## config.mk

```make
export PLATFORM = sky130hd
export DESIGN_NAME = infix_expression_evaluator_top
export DESIGN_NICKNAME = d
export VERILOG_FILES = /design/src/hw/rtl/iee_pkg.sv /design/src/hw/rtl/iee_ram.sv /design/src/hw/rtl/iee_divider.sv /design/src/hw/rtl/iee_datapath.sv /design/src/hw/rtl/iee_control.sv /design/src/hw/rtl/infix_expression_evaluator_top.sv
export SDC_FILE = /design/constraint.sdc
export NUM_CORES = 2
export LEC_CHECK = 0
export ABC_CLOCK_PERIOD_IN_PS = 10600
export BUFFER_PORTS_ARGS = -buffer_cell sky130_fd_sc_hd__buf_4
export CELL_PAD_IN_SITES_DETAIL_PLACEMENT = 2
export CELL_PAD_IN_SITES_GLOBAL_PLACEMENT = 2
export CORE_ASPECT_RATIO = 1.75
export CORE_MARGIN = 8
export CORE_UTILIZATION = 45
export DETAILED_ROUTE_END_ITERATION = 8
export PLACE_DENSITY_LB_ADDON = 0.1
export RECOVER_POWER = 100
export SLEW_MARGIN = 20
export SYNTH_ARGS = -nofsm -noshare
export SYNTH_HDL_FRONTEND = slang
export SYNTH_HIERARCHICAL = 1
export SYNTH_SLANG_ARGS = --single-unit
```

## constraint.sdc

```tcl
create_clock -name clock -period 10.6 [get_ports clock]
set_input_delay 0 -clock clock [delete_from_list [all_inputs] [get_ports clock]]
set_output_delay 0 -clock clock [all_outputs]
set_load 0.01 [all_outputs]
```

## src/hw/rtl/iee_pkg.sv

```systemverilog
package iee_pkg;

   localparam int StackDepth = 16;
   localparam int ValueWidth = 32;
   localparam int PtrWidth   = $clog2(StackDepth);
   localparam int CntWidth   = $clog2(StackDepth + 1);

   // operator codes as kept on the operator stack
   typedef enum logic [2:0] {
      OP_OPEN = 3'd0,
      OP_ADD  = 3'd1,
      OP_SUB  = 3'd2,
      OP_MUL  = 3'd3,
      OP_DIV  = 3'd4
   } op_type;

   // status codes
   localparam logic [1:0] ST_OK     = 2'd0;
   localparam logic [1:0] ST_DIV0   = 2'd1;
   localparam logic [1:0] ST_SYMBOL = 2'd2;
   localparam logic [1:0] ST_MALFORM = 2'd3;

   localparam logic [7:0] CH_ADD   = 8'h2B;
   localparam logic [7:0] CH_SUB   = 8'h2D;
   localparam logic [7:0] CH_MUL   = 8'h2A;
   localparam logic [7:0] CH_DIV   = 8'h2F;
   localparam logic [7:0] CH_OPEN  = 8'h28;
   localparam logic [7:0] CH_CLOSE = 8'h29;
   localparam logic [7:0] CH_ZERO  = 8'h30;
   localparam logic [7:0] CH_NINE  = 8'h39;

   typedef enum logic [3:0] {
      S_IDLE,
      S_DECODE,
      S_POP_OP,
      S_POP_B,
      S_POP_A,
      S_EXEC,
      S_DIV_RUN,
      S_PUSH_R,
      S_APPLY,
      S_FINISH,
      S_READ_RES,
      S_OUTPUT
   } state_type;

   // commands from controller to datapath
   typedef struct packed {
      logic take_item;   // latch symbol and last
      logic rd_op;       // read top operator
      logic rd_val;      // read top value
      logic lat_b;       // latch value read data into b
      logic lat_a;       // latch value read data into a
      logic lat_op;      // latch top operator
      logic exec;        // compute result (start divider if divide)
      logic push_digit;
      logic push_res;
      logic push_sym_op; // push the latched symbol's operator
      logic pop_open;    // drop top operator (the open paren)
      logic rd_bottom;   // read value stack bottom
      logic set_err;
      logic [1:0] err;
      logic clear;       // empty stacks, clear error
   } cmd_type;

   typedef struct packed {
      logic       is_digit;
      logic       is_open;
      logic       is_close;
      logic       is_op;
      logic [1:0] sym_prec;
      logic [1:0] top_prec;
      logic       top_is_open;
      logic       last;
      logic       has_err;
      logic       op_empty;
      logic       op_full;
      logic       val_full;
      logic       val_lt2;
      logic       val_one;
      logic       op_bad;    // latched operator is open paren or not a valid operator
      logic       div_zero;  // latched b is zero
      logic       is_div;    // latched operator is divide
      logic       div_done;
   } sts_type;

endpackage

```

## src/hw/rtl/iee_ram.sv

```systemverilog
module iee_ram #(
   parameter int Width = 8,
   parameter int Depth = 16
) (
   input  logic                     clock,
   input  logic                     wr_en,
   input  logic [$clog2(Depth)-1:0] wr_addr,
   input  logic [Width-1:0]         wr_data,
   input  logic [$clog2(Depth)-1:0] rd_addr,
   output logic [Width-1:0]         rd_data
);
   logic [Width-1:0] mem [Depth];

   // one write port, registered read
   always_ff @(posedge clock) begin
      if (wr_en) begin
         mem[wr_addr] <= wr_data;
      end
      rd_data <= mem[rd_addr];
   end
endmodule

```

## src/hw/rtl/iee_divider.sv

```systemverilog
module iee_divider (
   input  logic                               clock,
   input  logic                               reset,
   input  logic                               start,
   input  logic [iee_pkg::ValueWidth-1:0]     dividend,
   input  logic [iee_pkg::ValueWidth-1:0]     divisor,
   output logic                               done,
   output logic [iee_pkg::ValueWidth-1:0]     quotient
);
   import iee_pkg::*;

   localparam int BitCnt = $clog2(ValueWidth + 1);

   logic [ValueWidth-1:0] q_ff, q_in, d_ff, d_in;
   logic [ValueWidth:0]   r_ff, r_in, trial;
   logic [BitCnt-1:0]     cnt_ff, cnt_in;
   logic                  busy_ff, busy_in, neg_ff, neg_in;
   logic                  na, nb;
   logic [ValueWidth-1:0] ma, mb;

   assign na = dividend[ValueWidth-1];
   assign nb = divisor[ValueWidth-1];
   assign ma = na ? (~dividend + 1'b1) : dividend;
   assign mb = nb ? (~divisor + 1'b1) : divisor;
   assign trial = {r_ff[ValueWidth-1:0], q_ff[ValueWidth-1]} - {1'b0, d_ff};

   // restoring division, one quotient bit per cycle on magnitudes
   always_comb begin
      q_in = q_ff; r_in = r_ff; d_in = d_ff;
      cnt_in = cnt_ff; busy_in = busy_ff; neg_in = neg_ff;
      if (start) begin
         q_in = ma; d_in = mb; r_in = '0;
         cnt_in = BitCnt'(ValueWidth); busy_in = 1'b1; neg_in = na ^ nb;
      end else if (busy_ff) begin
         if (trial[ValueWidth]) begin
            r_in = {r_ff[ValueWidth-1:0], q_ff[ValueWidth-1]};
            q_in = {q_ff[ValueWidth-2:0], 1'b0};
         end else begin
            r_in = trial;
            q_in = {q_ff[ValueWidth-2:0], 1'b1};
         end
         cnt_in = cnt_ff - 1'b1;
         if (cnt_ff == BitCnt'(1)) begin
            busy_in = 1'b0;
         end
      end
   end

   always_ff @(posedge clock) begin
      if (reset) begin
         busy_ff <= 1'b0;
         cnt_ff  <= '0;
      end else begin
         busy_ff <= busy_in;
         cnt_ff  <= cnt_in;
      end
      q_ff   <= q_in;
      r_ff   <= r_in;
      d_ff   <= d_in;
      neg_ff <= neg_in;
   end

   assign done = !busy_ff;
   assign quotient = neg_ff ? (~q_ff + 1'b1) : q_ff;
endmodule

```

## src/hw/rtl/iee_datapath.sv

```systemverilog
module iee_datapath (
   input  logic                           clock,
   input  logic                           reset,
   input  iee_pkg::cmd_type               cmd,
   input  logic [7:0]                     symbol,
   input  logic                           last,
   output iee_pkg::sts_type               sts,
   output logic [31:0]                    res_value,
   output logic [1:0]                     res_status
);
   import iee_pkg::*;

   logic [7:0]            sym_ff;
   logic                  last_ff;
   logic [CntWidth-1:0]   opc_ff, opc_in, valc_ff, valc_in;
   logic [1:0]            err_ff, err_in;
   logic [ValueWidth-1:0] a_ff, b_ff, r_ff, r_in;
   logic [2:0]            op_ff, op_top, op_wdata;
   logic [2:0]            sym_op;
   logic                  op_we, val_we;
   logic [PtrWidth-1:0]   op_waddr, op_raddr, val_waddr, val_raddr;
   logic [ValueWidth-1:0] val_wdata, val_rdata, quo;
   logic                  div_start, div_done;
   logic [2:0]            top_ff;
   logic                  top_vld_ff;
   logic [2:0]            top_op;
   logic                  top_hold_ff;

   iee_ram #(.Width(3), .Depth(StackDepth)) u_op_ram (
      .clock, .wr_en(op_we), .wr_addr(op_waddr), .wr_data(op_wdata),
      .rd_addr(op_raddr), .rd_data(op_top)
   );
   iee_ram #(.Width(ValueWidth), .Depth(StackDepth)) u_val_ram (
      .clock, .wr_en(val_we), .wr_addr(val_waddr), .wr_data(val_wdata),
      .rd_addr(val_raddr), .rd_data(val_rdata)
   );
   iee_divider u_div (
      .clock, .reset, .start(div_start), .dividend(a_ff), .divisor(b_ff),
      .done(div_done), .quotient(quo)
   );

   function automatic logic [1:0] prec(input logic [2:0] op);
      case (op)
         OP_MUL, OP_DIV: prec = 2'd2;
         OP_ADD, OP_SUB: prec = 2'd1;
         default:        prec = 2'd0;
      endcase
   endfunction

   // symbol decode
   always_comb begin
      case (sym_ff)
         CH_ADD:  sym_op = OP_ADD;
         CH_SUB:  sym_op = OP_SUB;
         CH_MUL:  sym_op = OP_MUL;
         CH_DIV:  sym_op = OP_DIV;
         default: sym_op = OP_OPEN;
      endcase
   end

   // top of operator stack is held in a register written on every push; after
   // a pop the top comes from the ram read of the new top
   assign op_raddr  = PtrWidth'(opc_in - 1'b1);
   assign val_raddr = cmd.rd_bottom ? '0 : PtrWidth'(valc_ff - 1'b1);

   // stack pointers and writes
   always_comb begin
      opc_in = opc_ff; valc_in = valc_ff; err_in = err_ff;
      op_we = 1'b0; op_waddr = PtrWidth'(opc_ff); op_wdata = OP_OPEN;
      val_we = 1'b0; val_waddr = PtrWidth'(valc_ff); val_wdata = r_ff;
      if (cmd.rd_op || cmd.pop_open) begin
         opc_in = opc_ff - 1'b1;
      end
      if (cmd.rd_val) begin
         valc_in = valc_ff - 1'b1;
      end
      if (cmd.push_digit) begin
         val_we = 1'b1;
         val_wdata = ValueWidth'(sym_ff - CH_ZERO);
         valc_in = valc_ff + 1'b1;
      end
      if (cmd.push_res) begin
         val_we = 1'b1;
         valc_in = valc_ff + 1'b1;
      end
      if (cmd.push_sym_op) begin
         op_we = 1'b1;
         op_wdata = (sym_ff == CH_OPEN) ? OP_OPEN : sym_op;
         opc_in = opc_ff + 1'b1;
      end
      if (cmd.set_err && err_ff == ST_OK) begin
         err_in = cmd.err;
      end
      if (cmd.set_err || cmd.clear) begin
         opc_in = '0; valc_in = '0;
      end
      if (cmd.clear) begin
         err_in = ST_OK;
      end
   end

   assign div_start = cmd.exec && op_ff == OP_DIV;

   // arithmetic
   always_comb begin
      case (op_ff)
         OP_ADD:  r_in = a_ff + b_ff;
         OP_SUB:  r_in = a_ff - b_ff;
         OP_MUL:  r_in = a_ff * b_ff;
         default: r_in = quo;
      endcase
   end

   always_ff @(posedge clock) begin
      if (reset) begin
         opc_ff <= '0; valc_ff <= '0; err_ff <= ST_OK; top_vld_ff <= 1'b0;
      end else begin
         opc_ff <= opc_in; valc_ff <= valc_in; err_ff <= err_in;
         top_vld_ff <= op_we;
      end
      if (cmd.take_item) begin
         sym_ff <= symbol; last_ff <= last;
      end
      if (op_we) begin
         top_ff <= op_wdata;
      end
      if (cmd.lat_op) op_ff <= top_op;
      if (cmd.lat_b) b_ff <= val_rdata;
      if (cmd.lat_a) a_ff <= val_rdata;
      if (cmd.push_res == 1'b0 && (cmd.exec || op_ff == OP_DIV)) r_ff <= r_in;
   end

   // top operator: after a push use the written value, else the ram read
   always_ff @(posedge clock) begin
      if (reset) top_hold_ff <= 1'b0;
      else if (op_we) top_hold_ff <= 1'b1;
      else if (cmd.rd_op || cmd.pop_open) top_hold_ff <= 1'b0;
   end
   assign top_op = top_hold_ff ? top_ff : op_top;

   always_comb begin
      sts.is_digit    = sym_ff >= CH_ZERO && sym_ff <= CH_NINE;
      sts.is_open     = sym_ff == CH_OPEN;
      sts.is_close    = sym_ff == CH_CLOSE;
      sts.is_op       = sym_ff == CH_ADD || sym_ff == CH_SUB ||
                        sym_ff == CH_MUL || sym_ff == CH_DIV;
      sts.sym_prec    = prec(sym_op);
      sts.top_prec    = prec(top_op);
      sts.top_is_open = top_op == OP_OPEN;
      sts.last        = last_ff;
      sts.has_err     = err_ff != ST_OK;
      sts.op_empty    = opc_ff == '0;
      sts.op_full     = opc_ff >= CntWidth'(StackDepth);
      sts.val_full    = valc_ff >= CntWidth'(StackDepth);
      sts.val_lt2     = valc_ff < CntWidth'(2);
      sts.val_one     = valc_ff == CntWidth'(1);
      sts.op_bad      = op_ff == OP_OPEN || op_ff > OP_DIV;
      sts.div_zero    = b_ff == '0;
      sts.is_div      = op_ff == OP_DIV;
      sts.div_done    = div_done && !div_start && !top_vld_ff;
   end

   // bottom of the value stack is read while the result is offered
   assign res_value  = (err_ff == ST_OK) ? val_rdata : 32'd0;
   assign res_status = err_ff;
endmodule

```

## src/hw/rtl/iee_control.sv

```systemverilog
module iee_control (
   input  logic             clock,
   input  logic             reset,
   input  logic             req_tvalid,
   output logic             req_tready,
   output logic             rsp_tvalid,
   input  logic             rsp_tready,
   input  iee_pkg::sts_type sts,
   output iee_pkg::cmd_type cmd
);
   import iee_pkg::*;

   state_type state_ff, state_in;
   logic      close_mode_ff, close_mode_in;
   logic      fin_mode_ff, fin_mode_in;

   // next state
   always_comb begin
      state_in = state_ff;
      close_mode_in = close_mode_ff;
      fin_mode_in = fin_mode_ff;
      case (state_ff)
         S_IDLE: if (req_tvalid) state_in = S_DECODE;
         S_DECODE: begin
            close_mode_in = 1'b0; fin_mode_in = 1'b0;
            if (sts.has_err || sts.is_digit || sts.is_open) begin
               state_in = S_FINISH;
            end else if (sts.is_close) begin
               close_mode_in = 1'b1;
               state_in = (!sts.op_empty && !sts.top_is_open) ? S_POP_OP : S_APPLY;
            end else if (sts.is_op) begin
               state_in = (!sts.op_empty && sts.top_prec > sts.sym_prec) ?
                          S_POP_OP : S_APPLY;
            end else begin
               state_in = S_FINISH;
            end
         end
         S_POP_OP: state_in = (sts.val_lt2) ? S_PUSH_R : S_POP_B;
         S_POP_B:  state_in = S_POP_A;
         S_POP_A:  state_in = S_EXEC;
         S_EXEC:   state_in = (sts.op_bad || (sts.is_div && sts.div_zero)) ? S_PUSH_R :
                              (sts.is_div ? S_DIV_RUN : S_PUSH_R);
         S_DIV_RUN: if (sts.div_done) state_in = S_PUSH_R;
         S_PUSH_R: begin
            // loop test after the push settles
            if (sts.has_err) state_in = S_FINISH;
            else if (fin_mode_ff) state_in = sts.op_empty ? S_FINISH : S_POP_OP;
            else if (close_mode_ff)
               state_in = (!sts.op_empty && !sts.top_is_open) ? S_POP_OP : S_APPLY;
            else
               state_in = (!sts.op_empty && sts.top_prec > sts.sym_prec) ?
                          S_POP_OP : S_APPLY;
         end
         S_APPLY: state_in = S_FINISH;
         S_FINISH: begin
            if (!sts.has_err && sts.last && !fin_mode_ff && !sts.op_empty) begin
               fin_mode_in = 1'b1;
               state_in = S_POP_OP;
            end else if (sts.last) begin
               state_in = S_READ_RES;
            end else begin
               state_in = S_IDLE;
            end
         end
         S_READ_RES: state_in = S_OUTPUT;
         S_OUTPUT: if (rsp_tready) state_in = S_IDLE;
         default: state_in = S_IDLE;
      endcase
   end

   // outputs
   always_comb begin
      cmd = '0;
      req_tready = 1'b0;
      rsp_tvalid = 1'b0;
      case (state_ff)
         S_IDLE: begin
            req_tready = 1'b1;
            cmd.take_item = req_tvalid;
         end
         S_DECODE: begin
            if (!sts.has_err) begin
               if (sts.is_digit) begin
                  if (sts.val_full) begin cmd.set_err = 1'b1; cmd.err = ST_MALFORM; end
                  else cmd.push_digit = 1'b1;
               end else if (sts.is_open) begin
                  if (sts.op_full) begin cmd.set_err = 1'b1; cmd.err = ST_MALFORM; end
                  else cmd.push_sym_op = 1'b1;
               end else if (!sts.is_close && !sts.is_op) begin
                  cmd.set_err = 1'b1; cmd.err = ST_SYMBOL;
               end
            end
         end
         S_POP_OP: begin
            if (sts.val_lt2) begin cmd.set_err = 1'b1; cmd.err = ST_MALFORM; end
            else begin cmd.rd_op = 1'b1; cmd.rd_val = 1'b1; cmd.lat_op = 1'b1; end
         end
         S_POP_B: begin
            cmd.lat_b = 1'b1; cmd.rd_val = 1'b1;
         end
         S_POP_A: cmd.lat_a = 1'b1;
         S_EXEC: begin
            if (sts.op_bad) begin cmd.set_err = 1'b1; cmd.err = ST_MALFORM; end
            else if (sts.is_div && sts.div_zero) begin
               cmd.set_err = 1'b1; cmd.err = ST_DIV0;
            end else cmd.exec = 1'b1;
         end
         S_PUSH_R: begin
            if (!sts.has_err) cmd.push_res = 1'b1;
         end
         // close paren drops its open paren, an operator is pushed
         S_APPLY: begin
            if (!sts.has_err) begin
               if (sts.is_close) begin
                  if (sts.op_empty) begin cmd.set_err = 1'b1; cmd.err = ST_MALFORM; end
                  else cmd.pop_open = 1'b1;
               end else begin
                  if (sts.op_full) begin cmd.set_err = 1'b1; cmd.err = ST_MALFORM; end
                  else cmd.push_sym_op = 1'b1;
               end
            end
         end
         S_READ_RES: begin
            cmd.rd_bottom = 1'b1;
            if (!sts.has_err && !sts.val_one) begin
               cmd.set_err = 1'b1; cmd.err = ST_MALFORM;
            end
         end
         S_OUTPUT: begin
            cmd.rd_bottom = 1'b1;
            rsp_tvalid = 1'b1;
            cmd.clear = rsp_tready;
         end
         default: cmd = '0;
      endcase
   end

   always_ff @(posedge clock) begin
      if (reset) begin
         state_ff <= S_IDLE; close_mode_ff <= 1'b0; fin_mode_ff <= 1'b0;
      end else begin
         state_ff <= state_in; close_mode_ff <= close_mode_in;
         fin_mode_ff <= fin_mode_in;
      end
   end
endmodule

```

## src/hw/rtl/infix_expression_evaluator_top.sv

```systemverilog
// Infix expression evaluator: takes one ASCII character per item (single digits,
// + - * /, parentheses) and on the item with tlast returns the signed 32-bit value
// and a status (0 ok, 1 divide by zero, 2 unknown symbol, 3 malformed or stack
// overflow; value 0 on any error). A divide runs the one-bit-per-cycle divider.
// The last item first runs any reductions that remain, then waits for rsp_tready.
// The stacks are 16-entry RAMs with a registered read port, which sets the length
// of the reduction sequence. Items are processed one at a time.
module infix_expression_evaluator_top (
   input  logic        clock,
   input  logic        reset,
   input  logic        req_tvalid,
   output logic        req_tready,
   input  logic [7:0]  req_tdata,   // symbol[7:0]
   input  logic        req_tlast,
   output logic        rsp_tvalid,
   input  logic        rsp_tready,
   output logic [39:0] rsp_tdata    // value[31:0], status[33:32], zero pad
);
   import iee_pkg::*;

   cmd_type     cmd;
   sts_type     sts;
   logic [31:0] res_value;
   logic [1:0]  res_status;

   iee_control u_ctrl (
      .clock, .reset, .req_tvalid, .req_tready, .rsp_tvalid, .rsp_tready,
      .sts, .cmd
   );

   iee_datapath u_dp (
      .clock, .reset, .cmd, .symbol(req_tdata), .last(req_tlast), .sts,
      .res_value, .res_status
   );

   assign rsp_tdata = {6'd0, res_status, res_value};
endmodule
```

After elaboration in Yosys (flattened, before gate mapping)
Memories as Yosys holds them, arrays and structs flattened. A register that Yosys moved wholly into a read port is not among the register bits.
Cells that the tools add are included.
- register bits: 235
- RAM bits: 560
- input port bits: 13
- output and inout port bits: 42
- memories: 2
- memory list (memory ; depth ; width ; rd ports ; clocked after memory_dff ; wr ports ; line ; text):
    u_dp.u_val_ram.mem ; 16 ; 32 ; 1 ; 1 ; 1 ; iee_ram.sv:12 ; logic [Width-1:0] mem [Depth];
    u_dp.u_op_ram.mem ; 16 ; 3 ; 1 ; 1 ; 1 ; iee_ram.sv:12 ;
- add/sub/neg operators: 13
- multiply operators: 1
- order comparisons: 7
- equal/unequal tests: 35
- multiplexer cells: 104
- bitwise gates (word level): 5
- reduce and logical (&&, ||, !) cells: 55
- operator list (kind ; number):
    $mux 32 ; 7
    $add 32x1->32 const B ; 3
    $not 32->32 ; 3
    $pmux 32 s3 ; 1
    $mux 4 ; 16
    $mux 3 ; 17
    $eq 8x6->1 const B ; 6
    $pmux 4 s12 ; 1
    $mux 1 ; 44
    $sub 33x32->33 ; 1
    $add 32x32->32 ; 1
    $logic_not 32->1 ; 1
    $mul 32x32->32 ; 1
    $sub 32x32->32 ; 1
    $mux 31 ; 1
    $mux 5 ; 6
    $eq 3x2->1 const B ; 6
    $eq 4x3->1 const B ; 4
    $eq 4x4->1 const B ; 4
    $reduce_or 2->1 ; 8
    $pmux 3 s5 ; 1
    $logic_and 1x1->1 ; 14
    $mux 6 ; 2
    $pmux 3 s4 ; 1
    other kinds (34) ; 70

Depth between registers and ports, before layout
- depth in word-level cells: 14
- mapped depth: 31
- gate-level depth less buffers: 28

Modules after synthesis
Netlist, hierarchy kept.
- by module, submodules not included (module ; instances ; cells an instance ; area an instance (um^2) ; sequential area each (um^2)):
    iee_datapath ; 1 ; 2573 ; 23707.7 ; 3613.5
    iee_ram (u_dp.u_val_ram) ; 1 ; 838 ; 19835.3 ; 16015.4
    iee_divider ; 1 ; 903 ; 7776.2 ; 2732.6
    iee_ram (u_dp.u_op_ram) ; 1 ; 103 ; 2011.9 ; 1501.4
    iee_control ; 1 ; 124 ; 838.3 ; 120.1
    infix_expression_evaluator_top ; 1 ; 7 ; 48.8 ; 0.0

Worst setup path after synthesis
Ideal clock, no wire load.
- path kind: register -> register
- start point: register u_dp.b_ff[6]
- end point: register u_dp.r_ff[31], data pin
- data arrival time: 7282 ps
- required time: 10327 ps
- path slack: 3045 ps
- cell stages (with the launch flop): 27
- buffers on the path: 2
- clock period less this slack: 7555 ps
- path through: edfxtp_1 > clkbuf_1 > clkbuf_1 > and2_1 > fa_1 > fa_1 > fa_1 > inv_1 > fa_1 > inv_1 > fa_1 > fa_1 > fa_1 > inv_1 > fa_1 > inv_1 > ha_1 > a21o_1 > o21a_1 > a311oi_1 > a21boi_0 > a31oi_1 > a31o_2 > a41oi_1 > a21oi_1 > xnor2_1 > o221ai_1
- cells in the longest elaborated chain, start to end: 2
- elaborated cells on any way between the ends: 4
- classes of those cells: add/sub (2); mul (1); mux (1)
- RTL lines (what ; line ; text):
    start, declared ; iee_datapath.sv:17 ; logic [ValueWidth-1:0] a_ff, b_ff, r_ff, r_in;
    start signal, assigned ; iee_datapath.sv:128 ; if (cmd.lat_b) b_ff <= val_rdata;
    $mul 32x32->32 (tied with other cells) ; iee_datapath.sv:109 ; OP_MUL: r_in = a_ff * b_ff;
    $pmux 32 s3 (*) ; iee_datapath.sv:106 ; case (op_ff)
    via u_dp.r_in[31] ; iee_datapath.sv:17 ;
    end signal, assigned ; iee_datapath.sv:130 ; if (cmd.push_res == 1'b0 && (cmd.exec || op_ff == OP_DIV)) r_ff <= r_in;
    end, declared ; iee_datapath.sv:17 ;
Mark *: on every way through the listed nets, which the timed path passes. The rest lies on a longest branch.
A chain may end at the register's enable or synchronous reset.

Final worst setup path
- start point: register u_dp.a_ff[3]
- end point: register u_dp.r_ff[31], data pin
- cells in the longest elaborated chain, start to end: 2
- elaborated cells on any way between the ends: 4
- classes of those cells: add/sub (2); mul (1); mux (1)
- RTL lines (what ; line ; text):
    start, declared ; iee_datapath.sv:17 ;
    start signal, assigned ; iee_datapath.sv:129 ; if (cmd.lat_a) a_ff <= val_rdata;
    $mul 32x32->32 (tied with other cells) ; iee_datapath.sv:109 ;
    $pmux 32 s3 (*) ; iee_datapath.sv:106 ;
    via u_dp.r_in[31] ; iee_datapath.sv:17 ;
Marked as above.

==> results.sh <==
export IMPL_ant_nets=0
export IMPL_path_class="reg2reg"
export IMPL_worstHoldPathType="in2reg"
export IMPL_grt_pass1_wl_um=280000
export IMPL_numCtsBuffers=80
export IMPL_r2r_slack_ns=1.01
export IMPL_io_buffer_count=48
export IMPL_rsz0062_at_grt="no"
export IMPL_clkPwrFrac_pct=32.1
export IMPL_yosysTopAreaCell="edfxtp_1"
export IMPL_total_power_mw=9.65
export IMPL_yosysMostFrequentCell="edfxtp_1"
export IMPL_synthArstFlopShare_pct=0
export IMPL_p_comb_share_pct=29.4
export IMPL_clock_skew_ns=0.0374
export IMPL_wirelength_um=187000
export IMPL_hold_path_depth=2
export IMPL_internal_power_mw=6.48
export IMPL_violations="max-capacitance violations, max-slew violations"
export IMPL_setup_tns_ns=0
export IMPL_drtIter0Drc=1958
export IMPL_cts_tree="done"
export IMPL_p_leak_nw=23.0
export IMPL_gr_usage_all_layers_pct=28.4
export IMPL_preCtsSetupSlack_ns=1.82
export IMPL_grt_max_degree=58
export IMPL_initial_core_util_pct=45.3
export IMPL_dpl_cell_count=6028
export IMPL_cp_slowest_cell="clkbuf_1"
export IMPL_path_delay_family="adder cells"
export IMPL_endpoint_kind="register"
export IMPL_num_vias=37000
export IMPL_synth_area_mm2=0.0542
export IMPL_ys_seq_elements=830
export IMPL_required_ns=11.01
export IMPL_wl_per_cell_um=30.2
export IMPL_report_final_hold_viol_count=0
export IMPL_ir_drop_uv=229
export IMPL_arrival_ns=10.00
export IMPL_seq_area_mm2=0.0240
export IMPL_yosysWarnings=6
export IMPL_seq_area_frac_synth_pct=44.2
export IMPL_dp_hpwl_um=132000
export IMPL_nFillCells=11700
export IMPL_min_period_over_period_pct=90.5
export IMPL_yosys_top_cells_count="736 x edfxtp_1, 552 x inv_1, 410 x fa_1"
export IMPL_insertion_delay_ns=0.70
export IMPL_cts_setup_buffers=0
export IMPL_path_common_cell="fa_1"
export IMPL_globalplace_congestion=0.881
export IMPL_grt_pass1_vias=42900
export IMPL_multiInputGateArea_mm2=0.0273
export IMPL_cts_resized=0
export IMPL_die_w_um=278
export IMPL_drc=0
export IMPL_pwr_share_seq_pct=38.5
export IMPL_synth_edf_count=736
export IMPL_p_per_area_mw_per_mm2=163
export IMPL_synth_distinct_cells=93
export IMPL_max_stage_delay_ns=1.49
export IMPL_whs_endpoint="u_dp/sym_ff[2]"
export IMPL_synth_flop_cell="edfxtp_1"
export IMPL_worst_slew_pin_slew_ns=3.93
export IMPL_crit_buf_inv=6
export IMPL_cp_start_kind="register"
export IMPL_fin_ws_ns=1.01
export IMPL_slew_viol_final=1069
export IMPL_clk_pin_slew_worst_paths_ns=0.07
export IMPL_die_h_um=475
export IMPL_antenna_found_initial=2
export IMPL_r2r_end="u_dp/r_ff[31]"
export IMPL_ys_top_cells_by_area="edfxtp_1 41%, fa_1 15%, mux4_2 5.5%"
export IMPL_final_cells=6194
export IMPL_swShare_pct=32.9
export IMPL_dr_pass1_iters=5
export IMPL_htreeDepth=3
export IMPL_root_buffer="clkbuf_16"
export IMPL_max_freq_mhz=104
export IMPL_reg2regPathDepth=26
export IMPL_outcome="complete, but fails checks"
export IMPL_syn2layout_area_growth_pct=9.38
export IMPL_final_net_count=5226
export IMPL_synth_top_area_share_pct=40.8
export IMPL_min_from="req_tdata[2]"
export IMPL_synthCells=4548
export IMPL_ioPinCount=55
export IMPL_maxSlewHeadroom_pct=-162
export IMPL_rows=168
export IMPL_avgSynthCellArea_um2=11.9
export IMPL_drive_gt1_share_pct=9.33
export IMPL_grt_ovfl_total=0
export IMPL_cap_viol_max_count=32
export IMPL_core_mm2=0.120
export IMPL_p_switching_mw=3.17
export IMPL_dieArea_mm2=0.132
export IMPL_worstPathMaxFanout=29
export IMPL_cts_num_sinks=830
export IMPL_reg2reg_from="u_dp/a_ff[3]"
export IMPL_fin_crit_ns=9.59
export IMPL_finalSetupViolCount=0
export IMPL_cts_buffer_depth=3
export IMPL_routed_via_density=5.98
==> through the flow <==
step | area (µm²) | hold WS (ns) | utilization (%)
CTS | 59600 | 0.00467 | 49.9
finish | 59300 | 0.0567 | 49.6
global placement | 56700 | 0.179 | 47.4
detailed placement | 56700 | 0.180 | 47.4
floorplan | 54200 | 0.0691 | -
global route | 59300 | 0.0543 | 49.6
==> what timing repair did <==
action                                  in CTS  in global routing
endpoints found under the setup margin       0                  0
endpoints found under the hold margin       30                  0
hold buffers                                14                  0
==> routing by layer <==
metal	global-route usage, %	vias up	share of wire, %
met5	0	-	0
met4	14.2	0	5.6
met3	2.97	495	3.5
met2	56.3	1024	57
met1	29.2	19800	34
li1	-	15700	-
==> cell type report <==
class | count | share of cell area (%)
multi-input combinational | 2937 | 46.0
sequential | 830 | 40.4
clock buffer | 95 | 3.57
inverter | 552 | 3.49
tap | 1530 | 3.23
timing repair buffer | 196 | 2.18
clock inverter | 52 | 1.11
antenna | 2 | 0.00844
==> how the worst max path moves through the flow <==
stage,start,depth (start not counted),to
2_1_floorplan,u_dp/b_ff[6],26,u_dp/r_ff[31]
3_3_place_gp,u_dp/b_ff[3],25,u_dp/r_ff[31]
3_5_place_dp,u_dp/b_ff[3],25,u_dp/r_ff[31]
4_1_cts,u_dp/b_ff[10],28,u_dp/r_ff[31]
5_1_grt,u_dp/a_ff[3],26,u_dp/r_ff[20]
6_report,u_dp/a_ff[3],26,u_dp/r_ff[31]
==> registers in the layout, indices dropped and copies added (netlist names), 8 cells and up <==
register and cells:
u_dp/u_val_ram/mem 512, u_dp/u_div/q_ff 32, u_dp/a_ff 32, u_dp/u_div/d_ff 32, u_dp/b_ff 32, u_dp/u_div/r_ff 32
u_dp/u_op_ram/mem 48, u_dp/u_val_ram/rd_data 32, u_dp/r_ff 32, u_dp/sym_ff 8
==> logic make-up (layout without fill, tap and decap cells) <==
family,count (synthesis),after routing,synth area share (%)
flip-flops,830,830,44.2
adder cells (fa/ha/maj),616,616,19.9
multiplexers,164,164,6.33
XOR/XNOR,271,271,4.39
buffers and inverters,786,895,5.68
other,1,8,0.00692
AO/OA/AOI/OAI,648,648,7.85
AND/OR/NAND/NOR,1232,1232,11.6
==> layout by cell type, fill, tap and decap left out, types with 22 or more instances in the layout <==
cell       netlist  final
nand2b_1        35     36
inv_1          552    552
or3_1           28     30
clkbuf_16        0     81
buf_4           21    106
xnor2_1        173    173
ha_1           206    206
mux4_2         132    132
a21oi_1        153    153
nand3_1         43     43
a21o_1          43     43
nand2_1        392    392
o31ai_1         38     39
nor3_1          41     42
fa_1           410    410
dfxtp_1         94     93
a22oi_1         77     78
or4_1           19     22
and2_0           1     34
and2_1         348    313
xor2_1          97     97
o21ai_0        152    155
clkbuf_1       182     73
a211oi_1        32     32
edfxtp_1       736    736
nor2_1         206    190
==> power groups by stage <==
stage / registers (mW) / clock network [mW] / logic, mW
5_1_grt: 3.72 / 3.26 / 3.13
2_1_floorplan: 3.72 / 0 / 1.94
6_report: 3.71 / 3.10 / 2.84
3_5_place_dp: 3.78 / 0 / 2.82
3_3_place_gp: 3.78 / 0 / 2.73
4_1_cts: 3.71 / 3.16 / 2.88
(Power assumes the default switching activity.)
